**config.mk**
```make
export PLATFORM = sky130hd
export DESIGN_NAME = button_press_classifier_blinker_core
export DESIGN_NICKNAME = d
export VERILOG_FILES = /design/src/rtl/core/bpcb_pkg.sv /design/src/rtl/core/bpcb_cfg.sv /design/src/rtl/core/bpcb_step.sv /design/src/rtl/core/bpcb_skid.sv /design/src/rtl/core/button_press_classifier_blinker_core.sv
export SDC_FILE = /design/constraint.sdc
export NUM_CORES = 1
export LEC_CHECK = 0
export BUFFER_PORTS_ARGS = -buffer_cell sky130_fd_sc_hd__buf_2
export CAP_MARGIN = 0
export CORE_ASPECT_RATIO = 1.75
export CORE_UTILIZATION = 59
export DETAILED_ROUTE_END_ITERATION = 12
export GPL_ROUTABILITY_DRIVEN = 0
export MAX_ROUTING_LAYER = met4
export PLACE_DENSITY = 0.78
export SYNTH_ARGS = -nofsm -noshare
export SYNTH_HDL_FRONTEND = slang
export SYNTH_SLANG_ARGS = --single-unit
```
**constraint.sdc**
```tcl
create_clock -name aclk -period 5.41 [get_ports aclk]
set_clock_uncertainty 0.05 [all_clocks]
set_input_delay 0 -clock aclk [delete_from_list [all_inputs] [get_ports aclk]]
set_output_delay 0 -clock aclk [all_outputs]
set_load 0.1 [all_outputs]
```
**src/rtl/core/bpcb_pkg.sv**
```systemverilog
package bpcb_pkg;

    localparam int TICK_COUNT_WIDTH_DEF = 12;
    localparam int LONG_PRESS_W         = 12;
    localparam int CFG_DATA_W           = 12;
    localparam int CFG_ADDR_W           = 3;

    typedef enum logic [2:0] {
        PH_IDLE     = 3'd0,
        PH_DEBOUNCE = 3'd1,
        PH_HOLD     = 3'd2,
        PH_ON       = 3'd3,
        PH_OFF      = 3'd4,
        PH_RELEASE  = 3'd5
    } phase_t;

    typedef enum logic [CFG_ADDR_W-1:0] {
        REG_DEBOUNCE_TICKS   = 3'd0,
        REG_LONG_PRESS_TICKS = 3'd1,
        REG_LONG_BLINK_COUNT = 3'd2,
        REG_LONG_BLINK_HALF  = 3'd3,
        REG_SHORT_BLINK_HALF = 3'd4,
        REG_TOP_LEVEL        = 3'd5
    } cfg_index_t;

    typedef struct packed {
        logic [7:0]              debounce_ticks;
        logic [LONG_PRESS_W-1:0] long_press_ticks;
        logic [3:0]              long_blink_count;
        logic [7:0]              long_blink_half;
        logic [7:0]              short_blink_half;
        logic [2:0]              top_level;
    } cfg_t;

    // packed so that led_on lands in bit 0 of tdata
    typedef struct packed {
        logic       sequence_busy;
        logic       calibrate_pulse;
        logic [2:0] setting_level;
        logic       led_on;
    } result_t;

    localparam cfg_t CFG_RESET = '{
        debounce_ticks:   8'd10,
        long_press_ticks: 12'd3000,
        long_blink_count: 4'd10,
        long_blink_half:  8'd50,
        short_blink_half: 8'd125,
        top_level:        3'd4
    };

endpackage

```
**src/rtl/core/bpcb_cfg.sv**
```systemverilog
module bpcb_cfg
    import bpcb_pkg::*;
(
    input  logic                  aclk,
    input  logic                  aresetn,
    input  logic                  cfg_wr_en,
    input  logic [CFG_ADDR_W-1:0] cfg_addr,
    input  logic [CFG_DATA_W-1:0] cfg_wdata,
    output cfg_t                  cfg
);

    cfg_t cfg_reg;
    cfg_t cfg_next;

    always_comb begin
        cfg_next = cfg_reg;
        if (cfg_wr_en) begin
            case (cfg_addr)
                REG_DEBOUNCE_TICKS:   cfg_next.debounce_ticks   = cfg_wdata[7:0];
                REG_LONG_PRESS_TICKS: cfg_next.long_press_ticks = cfg_wdata[LONG_PRESS_W-1:0];
                REG_LONG_BLINK_COUNT: cfg_next.long_blink_count = cfg_wdata[3:0];
                REG_LONG_BLINK_HALF:  cfg_next.long_blink_half  = cfg_wdata[7:0];
                REG_SHORT_BLINK_HALF: cfg_next.short_blink_half = cfg_wdata[7:0];
                REG_TOP_LEVEL:        cfg_next.top_level        = cfg_wdata[2:0];
                default:              cfg_next = cfg_reg;
            endcase
        end
    end

    always_ff @(posedge aclk) begin
        if (!aresetn) begin
            cfg_reg <= CFG_RESET;
        end else begin
            cfg_reg <= cfg_next;
        end
    end

    assign cfg = cfg_reg;

endmodule

```
**src/rtl/core/bpcb_step.sv**
```systemverilog
module bpcb_step
    import bpcb_pkg::*;
#(
    parameter int TICK_COUNT_WIDTH = TICK_COUNT_WIDTH_DEF
) (
    input  logic    aclk,
    input  logic    aresetn,
    input  logic    in_accept,
    input  logic    button_level,
    input  cfg_t    cfg,
    output result_t res
);

    localparam int CMP_W = (TICK_COUNT_WIDTH > LONG_PRESS_W) ? TICK_COUNT_WIDTH : LONG_PRESS_W;
    localparam logic [TICK_COUNT_WIDTH-1:0] TICK_MAX = '1;

    phase_t                      phase_reg, phase_next;
    logic [TICK_COUNT_WIDTH-1:0] tick_reg, tick_next;
    logic [3:0]                  blinks_reg, blinks_next;
    logic [2:0]                  level_reg, level_next;
    logic                        last_btn_reg;
    logic                        long_mode_reg, long_mode_next;
    logic                        pulse;

    logic [TICK_COUNT_WIDTH-1:0] tick_inc;
    logic [CMP_W-1:0]            tick_inc_ext;
    logic [7:0]                  half;
    logic [3:0]                  blinks_dec;

    assign tick_inc     = (tick_reg == TICK_MAX) ? TICK_MAX : tick_reg + 1'b1;
    assign tick_inc_ext = CMP_W'(tick_inc);
    assign half         = long_mode_reg ? cfg.long_blink_half : cfg.short_blink_half;
    assign blinks_dec   = blinks_reg - 4'd1;

    // next state
    always_comb begin
        phase_next     = phase_reg;
        tick_next      = tick_reg;
        blinks_next    = blinks_reg;
        level_next     = level_reg;
        long_mode_next = long_mode_reg;
        pulse          = 1'b0;
        case (phase_reg)
            PH_IDLE: begin
                if (last_btn_reg && !button_level) begin
                    phase_next = PH_DEBOUNCE;
                    tick_next  = '0;
                end
            end
            PH_DEBOUNCE: begin
                tick_next = tick_inc;
                if (tick_inc_ext >= CMP_W'(cfg.debounce_ticks)) begin
                    phase_next = PH_HOLD;
                    tick_next  = '0;
                end
            end
            PH_HOLD: begin
                if (!button_level) begin
                    tick_next = tick_inc;
                    if (tick_inc_ext >= CMP_W'(cfg.long_press_ticks) || tick_inc == TICK_MAX) begin
                        pulse          = 1'b1;
                        long_mode_next = 1'b1;
                        tick_next      = '0;
                        blinks_next    = cfg.long_blink_count;
                        phase_next     = (cfg.long_blink_count != 4'd0) ? PH_ON : PH_RELEASE;
                    end
                end else begin
                    level_next     = (level_reg >= cfg.top_level) ? 3'd0 : level_reg + 3'd1;
                    long_mode_next = 1'b0;
                    tick_next      = '0;
                    blinks_next    = {1'b0, level_next} + 4'd1;
                    phase_next     = PH_ON;
                end
            end
            PH_ON: begin
                tick_next = tick_inc;
                if (tick_inc_ext >= CMP_W'(half)) begin
                    tick_next  = '0;
                    phase_next = PH_OFF;
                end
            end
            PH_OFF: begin
                tick_next = tick_inc;
                if (tick_inc_ext >= CMP_W'(half)) begin
                    tick_next   = '0;
                    blinks_next = blinks_dec;
                    phase_next  = (blinks_dec != 4'd0) ? PH_ON : PH_RELEASE;
                end
            end
            PH_RELEASE: begin
                if (button_level) begin
                    phase_next = PH_IDLE;
                    tick_next  = '0;
                end
            end
            default: begin
                phase_next = PH_IDLE;
                tick_next  = '0;
            end
        endcase
    end

    // result of this transaction
    always_comb begin
        res.led_on          = (phase_reg == PH_ON);
        res.setting_level   = level_next;
        res.calibrate_pulse = pulse;
        res.sequence_busy   = (phase_next != PH_IDLE);
    end

    always_ff @(posedge aclk) begin
        if (!aresetn) begin
            phase_reg     <= PH_IDLE;
            tick_reg      <= '0;
            blinks_reg    <= '0;
            level_reg     <= '0;
            last_btn_reg  <= 1'b1;
            long_mode_reg <= 1'b0;
        end else if (in_accept) begin
            phase_reg     <= phase_next;
            tick_reg      <= tick_next;
            blinks_reg    <= blinks_next;
            level_reg     <= level_next;
            last_btn_reg  <= button_level;
            long_mode_reg <= long_mode_next;
        end
    end

endmodule

```
**src/rtl/core/bpcb_skid.sv**
```systemverilog
module bpcb_skid
    import bpcb_pkg::*;
(
    input  logic    aclk,
    input  logic    aresetn,
    input  logic    in_valid,
    output logic    in_ready,
    input  result_t in_data,
    output logic    out_valid,
    input  logic    out_ready,
    output result_t out_data
);

    logic    out_valid_reg, out_valid_next;
    logic    skid_valid_reg, skid_valid_next;
    result_t out_data_reg, out_data_next;
    result_t skid_data_reg, skid_data_next;

    assign in_ready = !skid_valid_reg;

    always_comb begin
        out_valid_next  = out_valid_reg;
        out_data_next   = out_data_reg;
        skid_valid_next = skid_valid_reg;
        skid_data_next  = skid_data_reg;
        if (out_ready || !out_valid_reg) begin
            if (skid_valid_reg) begin
                out_valid_next  = 1'b1;
                out_data_next   = skid_data_reg;
                skid_valid_next = 1'b0;
            end else begin
                out_valid_next = in_valid;
                out_data_next  = in_data;
            end
        end else if (in_valid && !skid_valid_reg) begin
            // output stalled, park the transaction
            skid_valid_next = 1'b1;
            skid_data_next  = in_data;
        end
    end

    always_ff @(posedge aclk) begin
        if (!aresetn) begin
            out_valid_reg  <= 1'b0;
            skid_valid_reg <= 1'b0;
        end else begin
            out_valid_reg  <= out_valid_next;
            skid_valid_reg <= skid_valid_next;
        end
    end

    always_ff @(posedge aclk) begin
        out_data_reg  <= out_data_next;
        skid_data_reg <= skid_data_next;
    end

    assign out_valid = out_valid_reg;
    assign out_data  = out_data_reg;

endmodule

```
**src/rtl/core/button_press_classifier_blinker_core.sv**
```systemverilog
// each result is registered for m_tdata, first into the skid register if m_tready stalls
// throughput: one tick transaction per cycle while the skid register is empty (s_tready high)
// a two-entry output buffer keeps s_tready high while one result waits on m_tready
// reset: synchronous, active low; phase idle, counters and level zero, button seen released,
// registers back to their defaults and no result pending
module button_press_classifier_blinker_core
    import bpcb_pkg::*;
#(
    parameter int TICK_COUNT_WIDTH = TICK_COUNT_WIDTH_DEF
) (
    input  logic                  aclk,
    input  logic                  aresetn,
    input  logic                  s_tvalid,
    output logic                  s_tready,
    input  logic [7:0]            s_tdata,   // [0] button_level, [7:1] zero
    output logic                  m_tvalid,
    input  logic                  m_tready,
    output logic [7:0]            m_tdata,   // [0] led_on, [3:1] setting_level,
                                             // [4] calibrate_pulse, [5] sequence_busy, [7:6] zero
    input  logic                  cfg_wr_en,
    input  logic [CFG_ADDR_W-1:0] cfg_addr,
    input  logic [CFG_DATA_W-1:0] cfg_wdata
);

    cfg_t    cfg;
    result_t step_res;
    result_t out_res;
    logic    in_accept;

    assign in_accept = s_tvalid && s_tready;

    bpcb_cfg u_cfg (
        .aclk      (aclk),
        .aresetn   (aresetn),
        .cfg_wr_en (cfg_wr_en),
        .cfg_addr  (cfg_addr),
        .cfg_wdata (cfg_wdata),
        .cfg       (cfg)
    );

    bpcb_step #(
        .TICK_COUNT_WIDTH (TICK_COUNT_WIDTH)
    ) u_step (
        .aclk         (aclk),
        .aresetn      (aresetn),
        .in_accept    (in_accept),
        .button_level (s_tdata[0]),
        .cfg          (cfg),
        .res          (step_res)
    );

    bpcb_skid u_skid (
        .aclk      (aclk),
        .aresetn   (aresetn),
        .in_valid  (s_tvalid),
        .in_ready  (s_tready),
        .in_data   (step_res),
        .out_valid (m_tvalid),
        .out_ready (m_tready),
        .out_data  (out_res)
    );

    assign m_tdata = {2'b00, out_res};

endmodule

```
==> qor.txt, run 1 <==
Post-synth EDFFs -> 12
Final Util -> 69.1%
Final Setup Violations -> 0
CTS clk-pin slew, worst paths -> 0.06 ns
Overall Global Routing Usage -> 30.2%
PwrDens -> 295 nW/um^2
final wirelength -> 10900 um
busiest metal layer after global routing -> met2
maximum clock rate -> 236 MHz
GR Util met1 -> 31.3%
Port Buf Inserts -> 28
cell taking the most area after synthesis -> dfxtp_1
die area -> 8140 um^2
Largest register FFs -> 43
CP required -> 5.64 ns
period utilization -> 78.4%
placed cells -> 624
DRC viols -> 0
outcome -> complete, no violations
Final min period -> 4.24 ns
crit-path max FO -> 8
DIE WIDTH -> 68.7 um
Congestion Overflow GR -> 0
post-synthesis async set-or-reset flop share -> 0%
cts repair resizes -> 0
worst hold path type -> input port to register
CTS buffer count -> 9
Vias -> 3939
Gate Count Post-Synth -> 529
fin. max-slew vios -> 0
distinct cell type count after synthesis -> 59
drt first pass iters -> 4
actual slew at the worst max-slew pin -> 1.22 ns
vias in the first global route -> 3941
Layout area overhead -> 14.0%
first-pass GRT wire length -> 18000 um
ratio of cells with drive above 1 in the final layout -> 11.0%
HPWL after detailed placement -> 7800 um
crit path launch type -> register
Placement Rows -> 42
H-tree depth -> 3
Iter 0 DRT Violations -> 216
DR vias/cell -> 6.03
Post-synth top flop -> dfxtp_1
synthesized area -> 4590 um^2
most common cell after layout, fill and taps aside -> nand2_1
wire per inst -> 16.7 um
Chip Height -> 119 um
Seq/Total Area, Yosys -> 38.0%
RSZ-0062 raised after global routing -> no
Non-Filler Instances -> 653
Yosys reg bits -> 81
Tot Pwr -> 1.54 mW
CP endpoint kind -> register
most frequent cells in the layout -> 78 x nand2_1, 69 x dfxtp_1, 39 x nor2_1, 38 x inv_1, 36 x ha_1
CTS tree -> yes
syn avg cell area -> 8.67 um^2
Synth area leaders -> dfxtp_1 30%, ha_1 9.8%, edfxtp_1 7.9%, nand2_1 6.4%, mux2i_1 5.9%
met3 usage -> 4.54%
Worst EP arrival -> 4.47 ns
cell area after placement -> 4760 um^2
Max-slew headroom -> 18.4%
clock latency on the worst-skew pair -> 0.34 ns
LEAKAGE -> 2.21 nW
Warnings, synthesis -> 0
Setup Buffers After CTS -> 0
CTS max path bufs -> 2
kind of critical path -> register to register
final hold violation count -> 0
CTS root buf -> clkbuf_16
# nets final -> 624
peak supply drop -> 231 uV
maxcap violations -> 0
Post-DRT Antenna Nets -> 0
GR Util met2 -> 51.2%
fin area -> 5230 um^2
Setup TNS -> 0 ns
Synth top area share -> 30.1%
io pins -> 38
initial antenna violation count -> 0
Starting Density -> 60.6%
largest net degree at the start of global routing -> 29
CTS Sinks -> 81
antenna cell count -> 0
placeable core area -> 7570 um^2
## cells by family (layout without fill, tap and decap cells)
family / Yosys count / in the layout / synth area share (%)
fa+ha+maj: 36 / 36 / 9.82
compound gates: 112 / 112 / 17.1
xor+xnor: 8 / 8 / 1.53
mux: 34 / 34 / 7.69
simple gates: 195 / 195 / 20.5
other cells: 1 / 2 / 0.0818
flops: 81 / 81 / 38.0
buf+inv: 62 / 97 / 5.29
## Yosys cell counts, types with 5 or more instances
cell type	count
mux2_2	6
edfxtp_1	12
ha_1	36
a22o_1	7
a21oi_1	26
a211oi_1	10
nor2_1	39
nor2b_1	5
dfxtp_1	69
xnor2_1	5
nand2_1	78
a21o_1	7
clkbuf_1	15
nor3_1	12
nand4_1	8
o21ai_0	18
nand3_1	16
o211ai_1	12
or3_1	6
nand2b_1	8
a31oi_1	6
inv_1	38
mux2i_1	27
## through the flow
stage                     worst slack [ns]  hold slack [ns]
after global routing                 0.802           0.0708
after detailed placement              1.18            0.187
final                                 1.17           0.0390
after global placement                1.24            0.176
after floorplan                       1.72           0.0740
after CTS                             1.15           0.0284
## where the power goes
group	switching [mW]	internal (mW)	leakage [nW]
registers	0.0143	0.633	0.683
clock network	0.238	0.463	0.170
logic	0.134	0.0603	1.36
total	0.386	1.16	2.21
## worst max-delay path, stage by stage, from the launching register on
cell	delay (ns)
dfxtp_1	0.43
ha_1	0.30
nand3_1	0.19
or4_1	0.67
and2_1	0.29
ha_1	0.28
nand2b_1	0.14
a21o_1	0.18
a211o_1	0.31
a31oi_1	0.28
o21ai_1	0.22
o221a_2	0.37
nor3_4	0.31
a22o_1	0.19
## area by class of cell
type / count / area [um^2]
Sequential cell: 81 / 1740
Timing Repair Buffer: 42 / 278
Fill cell: 607 / 2340
Tap cell: 88 / 110
Multi-Input combinational cell: 387 / 2610
Clock inverter: 5 / 101
Clock buffer: 11 / 243
Inverter: 39 / 146
## per-layer routing
layer | vias to the layer above | wire [um]
li1 | 1946 | -
met1 | 1848 | 4300
met2 | 105 | 5780
met3 | 40 | 355
met4 | 0 | 456
met5 | - | 0
## path summary, 6_finish.rpt
check	start	endpoint	slack, ns	cells after the start
max	u_step.tick_reg[0]	u_step.tick_reg[7]	1.17	13
min	s_tdata[0]	u_step.long_mode_reg	0.04	2
max reg2reg	u_step.tick_reg[0]	u_step.tick_reg[7]	1.17	13
min reg2reg	u_cfg.cfg[40]	u_cfg.cfg[40]	0.41	2
## timing repair
action | CTS | global route
setup endpoints to repair | 0 | 0
endpoints found under the hold margin | 45 | 0
hold buffers | 13 | 0
Power figures use the tool's default switching activity.
==> inputs of run 2 (changes only) <==
CORE_UTILIZATION = 54   (was 59)
PLACE_DENSITY = 0.75   (was 0.78)
clock period = 3.9 ns   (was 5.41 ns; I/O delays follow)
==> qor.txt, run 2 (same netlist as run 1, synthesis figures left out) <==
outcome -> complete, no violations
Sequential Area -> 1740 um^2 (about the same)
Non-Filler Instances -> 675 (+3.4%)
CTS clk-pin slew, worst paths -> 0.06 ns (about the same)
worst hold path type -> input port to register
io pins -> 38 (unchanged)
CTS root buf -> clkbuf_16
DRC viols -> 0 (unchanged)
Largest register FFs -> 43 (unchanged)
PwrDens -> 389 nW/um^2 (+32%)
CTS Sinks -> 81 (unchanged)
largest net degree at the start of global routing -> 30 (+3.4%)
vias in the first global route -> 4033 (+2.3%)
drt first pass iters -> 5 (+1)
Filler cells -> 677 (+12%)
final setup margin -> 0.154 ns (-1.01 ns)
CP endpoint kind -> register
Port Buf Inserts -> 28 (unchanged)
crit path launch type -> register
actual slew at the worst max-slew pin -> 1.18 ns (-0.0390 ns)
Congestion Overflow GR -> 0 (unchanged)
peak supply drop -> 327 uV (+42%)
crit-path max FO -> 7 (-1)
RR Startpoint -> u_step.tick_reg[0]
Multi-input gate area -> 2630 um^2 (+0.86%)
maxcap violations -> 0 (unchanged)
Internal -> 1.56 mW (+35%)
# nets final -> 642 (+2.9%)
wire per inst -> 16.6 um (-0.52%)
RSZ-0062 raised after global routing -> no
source of the critical timing path -> u_step.tick_reg[0]
clock latency on the worst-skew pair -> 0.34 ns (about the same)
Final min period -> 3.75 ns (-0.496 ns)
final hold violation count -> 0 (unchanged)
most frequent cells in the layout -> 78 x nand2_1, 68 x dfxtp_1, 39 x nor2_1, 38 x inv_1, 36 x ha_1
Seq pwr share -> 42.9% (+1.0 points)
Layout area overhead -> 17.3%
Chip Height -> 124 um (+4.5%)
final wirelength -> 11200 um (+2.8%)
DR vias/cell -> 6.00 (-0.51%)
CTS tree -> yes
Final Setup Violations -> 0 (unchanged)
maximum clock rate -> 267 MHz (+13%)
Worst EP arrival -> 3.97 ns (-0.50 ns)
Placement Rows -> 44 (+4.8%)
HPWL after detailed placement -> 8300 um (+6.4%)
fin. max-slew vios -> 0 (unchanged)
Clk pwr share -> 44.0% (-1.5 points)
LEAKAGE -> 2.29 nW (+3.6%)
period utilization -> 96.0% (+18 points)
Post-DRT Antenna Nets -> 0 (unchanged)
DIE WIDTH -> 71.7 um (+4.4%)
Comb power frac -> 13.1% (+0.5 points)
Iter 0 DRT Violations -> 325 (+50%)
ratio of cells with drive above 1 in the final layout -> 14.6% (+3.6 points)
CTS max path bufs -> 2 (unchanged)
initial antenna violation count -> 0 (unchanged)
Setup TNS -> 0 ns (unchanged)
net load switching power -> 0.532 mW (+38%)
most common cell after layout, fill and taps aside -> nand2_1
antenna cell count -> 0 (unchanged)
Vias -> 4051 (+2.8%)
switching portion of total power -> 25.4% (+0.39 points)
Setup WS pre-CTS -> 0.0749 ns (-1.11 ns)
hold path start -> s_tdata[0]
H-tree depth -> 3 (unchanged)
CTS buffer count -> 9 (unchanged)
placeable core area -> 8260 um^2 (+9.1%)
Starting Density -> 55.5% (-5.1 points)
first-pass GRT wire length -> 18600 um (+3.5%)
CP required -> 4.13 ns (-1.51 ns)
Overall Global Routing Usage -> 27.8% (-2.4 points)
placed cells -> 646 (+3.5%)
kind of critical path -> register to register
Max-slew headroom -> 20.8% (+2.4 points)
die area -> 8880 um^2 (+9.0%)
==> run 2: what timing repair did <==
item,4_1_cts,5_1_grt
endpoints found under the hold margin,45,0
setup buffers,0,0
gates resized for setup,1,6
setup endpoints to repair,1,17
hold buffers,13,0
pin swaps,1,1
==> run 2: power groups by stage <==
stage	Sequential, mW	Clock [mW]	Combinational, mW
6_report	0.897	0.920	0.275
5_1_grt	0.901	0.972	0.298
4_1_cts	0.896	0.935	0.272
3_5_place_dp	0.915	0	0.260
3_3_place_gp	0.914	0	0.255
2_1_floorplan	0.967	0	0.144
==> run 2: path summary, 6_finish.rpt <==
| kind | slack, ns | depth (start not counted) | to |
|---|---|---|---|
| hold / removal | 0.05 | 2 | u_step.long_mode_reg |
| hold reg to reg | 0.40 | 2 | u_cfg.cfg[33] |
| setup / recovery | 0.15 | 13 | u_step.tick_reg[3] |
| setup reg to reg | 0.15 | 13 | u_step.tick_reg[3] |
==> run 2: layer usage <==
layer  global-route usage [%]  wire [um]  up-vias
met4                     17.2        648        0
met3                     4.45        421       44
met2                     49.8       5870      130
met1                     28.0       4250     1900
met5                        -          0        -
li1                         -          -     1977
==> run 2: final cells by class <==
cell class,count,share of cell area (%)
Clock buffer,11,4.72
Clock inverter,5,1.42
Inverter,39,2.72
Multi-Input combinational cell,387,48.9
Sequential cell,81,32.4
Tap cell,92,2.14
Timing Repair Buffer,60,7.67
==> run 2: metrics by stage <==
step	total power, mW	instance area, um^2	hold slack [ns]	utilization (%)
2_1_floorplan	1.11	4590	0.0740	-
3_3_place_gp	1.17	4900	0.176	59.3
3_5_place_dp	1.17	4900	0.182	59.3
4_1_cts	2.10	5360	0.0429	64.9
5_1_grt	2.17	5380	0.0672	65.2
6_report	2.09	5380	0.0495	65.2
==> run 2: worst max-delay path: stages, from the launching register on <==
cell,delay [ns]
dfxtp_1,0.34
ha_1,0.18
nand3_1,0.10
or4_4,0.55
and2_1,0.24
ha_1,0.29
nand2b_1,0.14
a211oi_1,0.27
o311ai_1,0.17
a21o_1,0.24
or2_2,0.31
o221a_2,0.29
nor3_4,0.31
a22o_1,0.18
==> inputs of run 3 (changes only) <==
ABC_AREA = 1   (was not set)
CORE_UTILIZATION = 55   (was 54)
PLACE_DENSITY = 0.76   (was 0.75)
==> qor.txt, run 3 <==
Synth top area share -> 29.2% (-0.96 points)
most common cell after layout, fill and taps aside -> nand2_1
Largest register FFs -> 43 (unchanged)
DRC viols -> 0 (unchanged)
crit-path max FO -> 10 (+3)
placeable core area -> 8310 um^2 (+0.67%)
actual slew at the worst max-slew pin -> 0.836 ns (-0.342 ns)
crit path launch type -> register
CTS clk-pin slew, worst paths -> 0.06 ns (about the same)
kind of critical path -> register to register
Warnings, synthesis -> 0 (unchanged)
# nets final -> 756 (+18%)
CTS Sinks -> 81 (unchanged)
post-synthesis async set-or-reset flop share -> 0% (unchanged)
Starting Density -> 57.0% (+1.5 points)
final wirelength -> 10600 um (-5.7%)
fin. max-slew vios -> 0 (unchanged)
drt first pass iters -> 4 (-1)
Final Setup Violations -> 0 (unchanged)
RR Startpoint -> u_step.tick_reg[0]
synthesized area -> 4740 um^2 (+3.3%)
Top delay family on crit path -> simple AND/OR/NAND/NOR gates
period utilization -> 87.0% (-9.0 points)
antenna cell count -> 0 (unchanged)
LEAKAGE -> 2.59 nW (+13%)
hold_ws -> 0.0246 ns (-0.0249 ns)
CTS max path bufs -> 2 (unchanged)
CP endpoint kind -> register
die area -> 9010 um^2 (+1.4%)
CP peak stage delay -> 0.44 ns (-0.11 ns)
io pins -> 38 (unchanged)
top-count cell post-synth -> nand2_1
Gate Count Post-Synth -> 648 (+22%)
final hold violation count -> 0 (unchanged)
met3 usage -> 4.61% (+0.16 points)
Tot Pwr -> 2.17 mW (+4.0%)
Overall Global Routing Usage -> 26.3% (-1.6 points)
r2r worst-path depth -> 20 (+7)
ratio of cells with drive above 1 in the final layout -> 12.8% (-1.8 points)
hold path start -> cfg_addr[0]
Worst EP arrival -> 3.45 ns (-0.52 ns)
most frequent cells in the layout -> 151 x nand2_1, 87 x inv_1, 69 x dfxtp_1, 68 x nor2_1
Post-synth top flop -> dfxtp_1
Setup TNS -> 0 ns (unchanged)
cell taking the most area after synthesis -> dfxtp_1
Seq/Total Area, Yosys -> 36.8% (-1.2 points)
Synth area leaders -> dfxtp_1 29%, nand2_1 12%, ha_1 9.5%, edfxtp_1 7.6%, inv_1 6.9%
Port Buf Inserts -> 28 (unchanged)
flop2flop setup slack -> 0.51 ns (+0.35 ns)
Vias -> 4278 (+5.6%)
Placement Rows -> 44 (unchanged)
H-tree depth -> 3 (unchanged)
CTS root buf -> clkbuf_16
top cells by count, synth -> 151 x nand2_1, 87 x inv_1, 69 x dfxtp_1
peak supply drop -> 344 uV (+5.3%)
syn avg cell area -> 7.31 um^2 (-16%)
CP bufs+invs -> 2 (+2)
Non-Filler Instances -> 812 (+20%)
Post-synth EDFFs -> 12 (unchanged)
GR Util met2 -> 47.0% (-2.8 points)
initial antenna violation count -> 0 (unchanged)
maximum clock rate -> 295 MHz (+10%)
Iter 0 DRT Violations -> 265 (-18%)
Final min period -> 3.39 ns (-0.353 ns)
Slowest-stage cell, CP -> dfxtp_1
distinct cell type count after synthesis -> 41 (-31%)
Layout area overhead -> 15.7%
DIE WIDTH -> 72.2 um (+0.69%)
RSZ-0062 raised after global routing -> no
DR vias/cell -> 5.27 (-12%)
reg-to-reg critical path endpoint -> u_skid.out_data[5]
CTS tree -> yes
Final Util -> 65.9% (+0.77 points)
PwrDens -> 397 nW/um^2 (+2.1%)
Yosys reg bits -> 81 (unchanged)
critical path, cell by cell -> ha_1 -> nand2_2 -> nor2_4 -> nand3_4 -> inv_1 -> nor3_1 -> inv_1 -> ha_1 -> a21oi_1 -> o21ai_0 -> nand2_1 -> nand2_1 -> nor3_1 -> nand2_2 -> nand3_1 -> nand2_1 -> nor2_1 -> nand3_2 -> nand2_1 -> nand2_1
Chip Height -> 125 um (+0.70%)
Filler cells -> 724 (+6.9%)
source of the critical timing path -> u_step.tick_reg[0]
outcome -> complete, no violations
Congestion Overflow GR -> 0 (unchanged)
vias in the first global route -> 4187 (+3.8%)
largest net degree at the start of global routing -> 52 (+73%)
CTS buffer count -> 9 (unchanged)
placed cells -> 782 (+21%)
Hold Path End -> u_cfg.cfg[20]
first-pass GRT wire length -> 18200 um (-2.4%)
cts repair resizes -> 0 (-1)
HPWL after detailed placement -> 7970 um (-4.0%)
Max-slew headroom -> 44.3% (+23 points)
busiest metal layer after global routing -> met2
Post-DRT Antenna Nets -> 0 (unchanged)
critical path's most frequent cell -> nand2_1
maxcap violations -> 0 (unchanged)
GR Util met1 -> 27.3% (-0.68 points)
worst hold path type -> input port to register
wire per inst -> 13.0 um (-22%)
hold path depth -> 3 (+1)
clock latency on the worst-skew pair -> 0.35 ns (about the same)
CP required -> 3.96 ns (-0.17 ns)
## run 3: changes by cell type in the layout (fill, tap and decap cells not counted), moves of 10 or more
cell | before | now
nand3_2 | 0 | 10
a21oi_1 | 26 | 42
nand2_1 | 78 | 151
buf_4 | 19 | 5
nand3_1 | 16 | 33
nor2_1 | 39 | 68
mux2i_1 | 26 | 7
inv_1 | 38 | 87
o21ai_0 | 18 | 42
## run 3: layer usage
metal  vias up  part of all wire, %
met3        21                  3.7
met5         -                    0
met2        88                   53
li1       2198                    -
met1      1971                   40
met4         0                  2.5
## run 3: cells by family (layout without fill, tap and decap cells)
family                   count (synthesis)  count (layout)  share of synthesized area, %
AO/OA/AOI/OAI                          111             111                          13.5
XOR/XNOR                                 5               5                         0.924
AND/OR/NAND/NOR                        303             303                          29.3
buffers and inverters                  104             152                          8.40
flip-flops                              81              81                          36.8
multiplexers                             7               7                          1.48
other                                    1               2                        0.0791
adder cells (fa/ha/maj)                 36              36                          9.51
## run 3: layout make-up
type	instances	area [um^2]	area share, %
Multi-Input combinational cell	464	2600	47.5
Sequential cell	81	1740	31.8
Inverter	89	334	6.09
Timing Repair Buffer	47	318	5.80
Clock buffer	9	225	4.11
Tap cell	115	144	2.62
Clock inverter	7	116	2.12
## run 3: how the worst max path moves through the flow
stage | slack (ns) | depth (start not counted) | to
floorplan | 1.02 | 20 | u_skid.out_data[5]
global placement | 0.63 | 20 | u_skid.out_data[5]
detailed placement | 0.58 | 17 | u_step.tick_reg[8]
CTS | 0.56 | 20 | u_skid.out_data[5]
global route | 0.26 | 15 | u_step.tick_reg[11]
finish | 0.51 | 20 | u_skid.out_data[5]
## run 3: worst register-to-register path, stage by stage, from the launching register on
cell     delay (ns)
dfxtp_1        0.44
ha_1           0.28
nand2_2        0.10
nor2_4         0.15
nand3_4        0.15
inv_1          0.08
nor3_1         0.04
inv_1          0.14
ha_1           0.27
a21oi_1        0.13
o21ai_0        0.10
nand2_1        0.07
nand2_1        0.07
nor3_1         0.42
nand2_2        0.14
nand3_1        0.09
nand2_1        0.05
nor2_1         0.18
nand3_2        0.11
nand2_1        0.07
nand2_1        0.04
## run 3: stage by stage
stage                     area [um^2]  setup WS [ns]
after floorplan                  4740           1.02
after global placement           5000          0.626
after detailed placement         5000          0.578
after CTS                        5480          0.558
after global routing             5480          0.256
final                            5480          0.507
## run 3: power breakdown
group	internal, mW	switching, mW
Clock	0.625	0.344
Sequential	0.884	0.0169
Combinational	0.0880	0.217
Total	1.60	0.577
## run 3: timing repair
action / in CTS / in global routing
setup buffers: 0 / 0
hold buffers: 14 / 0
endpoints found under the hold margin: 42 / 0
